### config.mk
export PLATFORM = sky130hd
export DESIGN_NAME = brs_ctl
export DESIGN_NICKNAME = d
export VERILOG_FILES = /design/src/brs_pkg.sv /design/src/brs_ctl.sv
export SDC_FILE = /design/constraint.sdc
export NUM_CORES = 1
export LEC_CHECK = 0
export ABC_CLOCK_PERIOD_IN_PS = 7080
export BUFFER_PORTS_ARGS = -buffer_cell sky130_fd_sc_hd__buf_2
export CAP_MARGIN = 20
export CORE_MARGIN = 8
export CORE_UTILIZATION = 58
export CTS_BUF_LIST = sky130_fd_sc_hd__clkbuf_16
export CTS_CLUSTER_SIZE = 10
export DETAILED_ROUTE_END_ITERATION = 7
export PLACE_DENSITY = 0.95
export SETUP_SLACK_MARGIN = 0.3
export SYNTH_ARGS = -nofsm -noshare
export SYNTH_HDL_FRONTEND = slang
export SYNTH_SLANG_ARGS = --single-unit
export TNS_END_PERCENT = 5
### constraint.sdc
create_clock -name i_clk -period 7.08 [get_ports i_clk]
set_clock_uncertainty 0.15 [all_clocks]
set_input_delay 2.124 -clock i_clk [delete_from_list [all_inputs] [get_ports i_clk]]
set_output_delay 2.124 -clock i_clk [all_outputs]
set_load 0.02 [all_outputs]
### src/brs_pkg.sv
// ----------------------------------------------------------------------------
// brs_pkg: shared types and constants
// Payload structs, controller command/status bundles and datapath widths.
// ----------------------------------------------------------------------------
package brs_pkg;

    localparam int MAX_LOCAL  = 4096;
    localparam int MAX_REMOTE = 64;
    localparam int NP_W       = 13;
    localparam int ME_W       = 12;
    localparam int RNP_W      = 7;
    localparam int TOT_W      = 32;
    localparam int POS_W      = 48;
    localparam int PER_W      = 33;
    localparam int DVD_W      = 40;
    localparam int DVS_W      = 33;
    localparam int DCNT_W     = $clog2(DVD_W + 1);
    localparam int RANK_W     = 22;
    localparam int PEER_W     = 7;

    typedef struct packed {
        logic [12:0] local_count;
        logic [11:0] local_index;
        logic [6:0]  remote_count;
        logic [15:0] remote_base;
        logic [15:0] remote_stride;
        logic [31:0] have_total;
        logic [31:0] goal_total;
        logic [31:0] remote_have_total;
        logic [31:0] remote_goal_total;
    } t_in;

    typedef struct packed {
        logic        has_transfer;
        logic [21:0] peer_rank;
        logic        is_send;
        logic [31:0] item_count;
        logic        mismatch;
        logic        last;
    } t_out;

    typedef enum logic [2:0] {
        DS_HAVE  = 3'd0,
        DS_GOAL  = 3'd1,
        DS_RGOAL = 3'd2,
        DS_RHAVE = 3'd3,
        DS_PEER  = 3'd4
    } t_div_sel;

    typedef struct packed {
        logic     load;
        logic     div_start;
        t_div_sel div_sel;
        logic     div_store;
        logic     blk_h;
        logic     blk_g;
        logic     prep;
        logic     prep2;
        logic     span;
        logic     seg_adv;
        logic     edge_calc;
        logic     cnt_calc;
        logic     push;
        logic     fin;
    } t_cmd;

    typedef struct packed {
        logic div_busy;
        logic rnp_zero;
        logic in_loop;
        logic seg_last;
        logic out_free;
        logic pend_valid;
    } t_sts;

endpackage

### src/brs_ctl.sv
// ----------------------------------------------------------------------------
// brs_ctl: scheduler controller
// Sequences divisions, setup, segment walk and result beats.
// ----------------------------------------------------------------------------
module brs_ctl (
    input  logic            i_clk,
    input  logic            i_rst_n,
    input  logic            i_valid,
    output logic            o_ready,
    input  brs_pkg::t_sts   i_sts,
    output brs_pkg::t_cmd   o_cmd
);

    typedef enum logic [16:0] {
        S_IDLE  = 17'h00001,
        S_START = 17'h00002,
        S_DIVH  = 17'h00004,
        S_DIVG  = 17'h00008,
        S_DIVRG = 17'h00010,
        S_DIVRH = 17'h00020,
        S_BLKH  = 17'h00040,
        S_BLKG  = 17'h00080,
        S_PREP  = 17'h00100,
        S_PREP2 = 17'h00200,
        S_SPAN  = 17'h00400,
        S_SEG   = 17'h00800,
        S_DIVP  = 17'h01000,
        S_EDGE  = 17'h02000,
        S_CNT   = 17'h04000,
        S_PUSH  = 17'h08000,
        S_FIN   = 17'h10000
    } t_state;

    t_state r_state, n_state;
    logic   r_inseg, n_inseg;

    always_ff @(posedge i_clk) begin
        if (!i_rst_n) begin
            r_state <= S_IDLE;
            r_inseg <= 1'b0;
        end else begin
            r_state <= n_state;
            r_inseg <= n_inseg;
        end
    end

    always_comb begin
        n_state = r_state;
        n_inseg = r_inseg;
        o_cmd   = '0;
        o_cmd.div_sel = brs_pkg::DS_HAVE;
        unique case (r_state)
            S_IDLE: begin
                if (i_valid) begin
                    o_cmd.load = 1'b1;
                    n_state = S_START;
                end
            end
            S_START: begin
                if (i_sts.rnp_zero) begin
                    n_state = S_FIN;
                end else begin
                    o_cmd.div_start = 1'b1;
                    n_state = S_DIVH;
                end
            end
            S_DIVH: begin
                if (!i_sts.div_busy) begin
                    o_cmd.div_store = 1'b1;
                    o_cmd.div_start = 1'b1;
                    o_cmd.div_sel   = brs_pkg::DS_GOAL;
                    n_state = S_DIVG;
                end
            end
            S_DIVG: begin
                if (!i_sts.div_busy) begin
                    o_cmd.div_store = 1'b1;
                    o_cmd.div_start = 1'b1;
                    o_cmd.div_sel   = brs_pkg::DS_RGOAL;
                    n_state = S_DIVRG;
                end
            end
            S_DIVRG: begin
                if (!i_sts.div_busy) begin
                    o_cmd.div_store = 1'b1;
                    o_cmd.div_start = 1'b1;
                    o_cmd.div_sel   = brs_pkg::DS_RHAVE;
                    n_state = S_DIVRH;
                end
            end
            S_DIVRH: begin
                if (!i_sts.div_busy) begin
                    o_cmd.div_store = 1'b1;
                    n_state = S_BLKH;
                end
            end
            S_BLKH: begin
                o_cmd.blk_h = 1'b1;
                n_state = S_BLKG;
            end
            S_BLKG: begin
                o_cmd.blk_g = 1'b1;
                n_state = S_PREP;
            end
            S_PREP: begin
                o_cmd.prep = 1'b1;
                n_state = S_PREP2;
            end
            S_PREP2: begin
                o_cmd.prep2 = 1'b1;
                n_inseg = 1'b0;
                n_state = S_SPAN;
            end
            S_SPAN: begin
                o_cmd.span = 1'b1;
                n_state = S_SEG;
            end
            S_SEG: begin
                if (i_sts.in_loop) begin
                    if (r_inseg) begin
                        n_state = S_EDGE;
                    end else begin
                        // locate the first peer of this segment
                        o_cmd.div_start = 1'b1;
                        o_cmd.div_sel   = brs_pkg::DS_PEER;
                        n_state = S_DIVP;
                    end
                end else begin
                    o_cmd.seg_adv = 1'b1;
                    n_inseg = 1'b0;
                    n_state = i_sts.seg_last ? S_FIN : S_SPAN;
                end
            end
            S_DIVP: begin
                if (!i_sts.div_busy) begin
                    o_cmd.div_store = 1'b1;
                    n_inseg = 1'b1;
                    n_state = S_EDGE;
                end
            end
            S_EDGE: begin
                o_cmd.edge_calc = 1'b1;
                n_state = S_CNT;
            end
            S_CNT: begin
                o_cmd.cnt_calc = 1'b1;
                n_state = S_PUSH;
            end
            S_PUSH: begin
                // hold while the previous transfer cannot leave as a beat
                if (!i_sts.pend_valid || i_sts.out_free) begin
                    o_cmd.push = 1'b1;
                    n_state = S_SEG;
                end
            end
            S_FIN: begin
                if (i_sts.out_free) begin
                    o_cmd.fin = 1'b1;
                    n_state = S_IDLE;
                end
            end
            default: begin
                n_state = S_IDLE;
            end
        endcase
    end

    assign o_ready = (r_state == S_IDLE);

endmodule

==> metrics.cfg <==
[outcome]
outcome=complete, no violations

[clock_tree]
ctsHoldBuffers=0
clock-root-buffer=clkbuf_16
cts_sinks=18
cts_inserted_buffers=3
cts_tree=built
ctsResizeCount=0
post-cts-setup-buffers=0
clockBufferDepth=2
htree_levels=1
cts.clk_slew.worst_paths_ns=0.05
clkLatencyLatePin_ns=0.25

[yosys]
ys_async_sr_fraction=0
synth_fp_nets=160
yosys-top-cells-area=dfxtp_1 29%, nor2_1 5.4%, nor4_4 5.1%
syn_area_per_cell_um2=8.32
ys_seq_area_frac=0.287
synth_edf_count=0
synth.cell_area_mm2=0.00126
synth_top_area_frac=0.287
postSynthCellCount=151
synth_seq_cells=18
synth_ff_type=dfxtp_1
synth_top_area_cell=dfxtp_1
synth.distinct_cells=47
synth_common_cells=18 x dfxtp_1, 18 x nor2_1, 13 x nand2_1
yosysWarnings=0

[timing]
maxSlewHeadroom=0.579
rsz0062_at_grt=false
final_hold_viol_count=0
slew_viol_final=0
setup_viol=0
worst_pin_slew_ns=0.626
fin_tns_setup_ns=0
min_period_ns=5.29
post-route-period-util=0.747
fmax_mhz=189

[cells_and_area]
drive_gt1_frac=0.263
nFillCells=171
fin_nets=181
syn2layout_area_growth_pct=15.1
final-seq-area_um2=360
diodes=0
multi_input_area_um2=817
instances_no_fill=199

[power_and_ir_drop]
peakVddDrop_uv=162
power_leakage_nw=0.579
powerDensity_mw_per_mm2=251

[drt]
vias_per_cell=6.30
postRouteAntennaNets=0
wl_per_cell_um=16.3
dr.pass1.iters=4
drc=0
drt_iter0_markers=49
drt_wl_total_um=3240
vias=1254

[worst_setup_path]
ff2ff_path_depth=5
crit_top_cell=buf_2
end_kind=output port
critPathMaxStageDelay_ns=0.41
r2r-end=r_state[6]
rr_startpoint=r_state[10]
worstPathCellList=buf_2, inv_1, nor4_1, a211o_1, buf_2
ff2ff_setup_slack_ns=4.67
required_ns=4.81
cpMaxStageDelayCell=nor4_1
cp_max_fo=3
cp.arrival_ns=3.01
path_class=in2out
critical_path.startpoint_type=input pin

[floorplan]
dieWidth_um=62.5
initial_core_util=0.591
core.rowCount=17
core_area_mm2=0.00213
die_y_um=62.5
pin_count=26
fp.dieArea_mm2=0.00391

[global_route]
antenna_found_initial=0
grt.overflow.total=0
grt_max_degree=11
grt_pass1_vias=1183
grt_pass1_wl_um=5180
gr-usage-all-layers=0.154

[min_path]
min_path_type=reg2reg
hp-start=r_state[12]
holdPathStages=2
hold_end=r_state[12]

[place]
dp.cells=195
io_buffers=25
dp_hpwl_um=2350
gp_congestion=0.900

[flow_run]
maxCapViolCount=0

## per-stage QoR
stage                     hold slack [ns]  power [mW]  setup WS, ns  instance area [um^2]   util
after floorplan                     0.316       0.218          1.52                  1260      -
after global placement              0.336       0.239          1.82                  1370  0.643
after detailed placement            0.346       0.246          1.81                  1370  0.643
after CTS                           0.355       0.359          1.80                  1450  0.680
after global routing                0.393       0.376          1.73                  1450  0.680
final                               0.355       0.363          1.79                  1450  0.680
## per-layer routing
layer	vias up	wire length [um]	global-route usage
li1	598	-	-
met1	576	1400	0.187
met2	71	1530	0.250
met3	9	244	0.0305
met4	0	70	0.0798
met5	-	0	0
## power breakdown
group          switching (mW)  internal, mW  total [mW]
Clock                  0.0380        0.0751       0.113
Combinational          0.0801        0.0456       0.126
Sequential             0.0163         0.108       0.124
## critical path: cells and delay by family
kind            cells  cell delay [ns]
simple gates        1             0.41
buf+inv             3             0.31
compound gates      1             0.17
## cells by family (layout without fill, tap and decap cells)
logic type             after synthesis  count (layout)  share of synthesized area
AND/OR/NAND/NOR                     88              88                      0.475
AO/OA/AOI/OAI                       22              22                      0.133
XOR/XNOR                             6               6                     0.0418
buffers and inverters               17              37                     0.0627
flip-flops                          18              18                      0.287
## worst max path at each step
stage / from / to / slack (ns)
floorplan: i_sts[3] / o_cmd[14] / 1.52
global placement: i_sts[3] / o_cmd[14] / 1.82
detailed placement: i_sts[3] / o_cmd[14] / 1.81
CTS: i_sts[3] / o_cmd[14] / 1.80
global route: i_sts[3] / o_cmd[14] / 1.73
finish: i_sts[3] / o_cmd[14] / 1.79
## state kept, by name, summed over array words and instances, names as in the netlist
register and count:
r_inseg 1, r_state 17
## layout make-up
class / count / area share
timing repair buffer: 25 / 0.0865
multi-input combinational: 116 / 0.565
clock inverter: 1 / 0.00260
clock buffer: 3 / 0.0519
tap: 28 / 0.0242
inverter: 8 / 0.0208
sequential: 18 / 0.249
## cells in the final DEF, fill, tap and decap left out, types with 2 or more instances in the layout
master and count:
nand3b_1 2, nand2_1 13, nor2b_1 5, nor3_1 7, or4b_2 2, xor2_1 4
dfxtp_1 18, clkbuf_16 3, nor2_1 18, nand4_2 3, xnor2_1 2, nor3b_1 3
nor4_4 3, buf_2 25, nand2b_1 5, nor3_2 3, nor4_1 7, nor4b_1 5
nand4_1 3, a21oi_1 5, o22ai_1 3, inv_1 8
(Power assumes the default switching activity.)
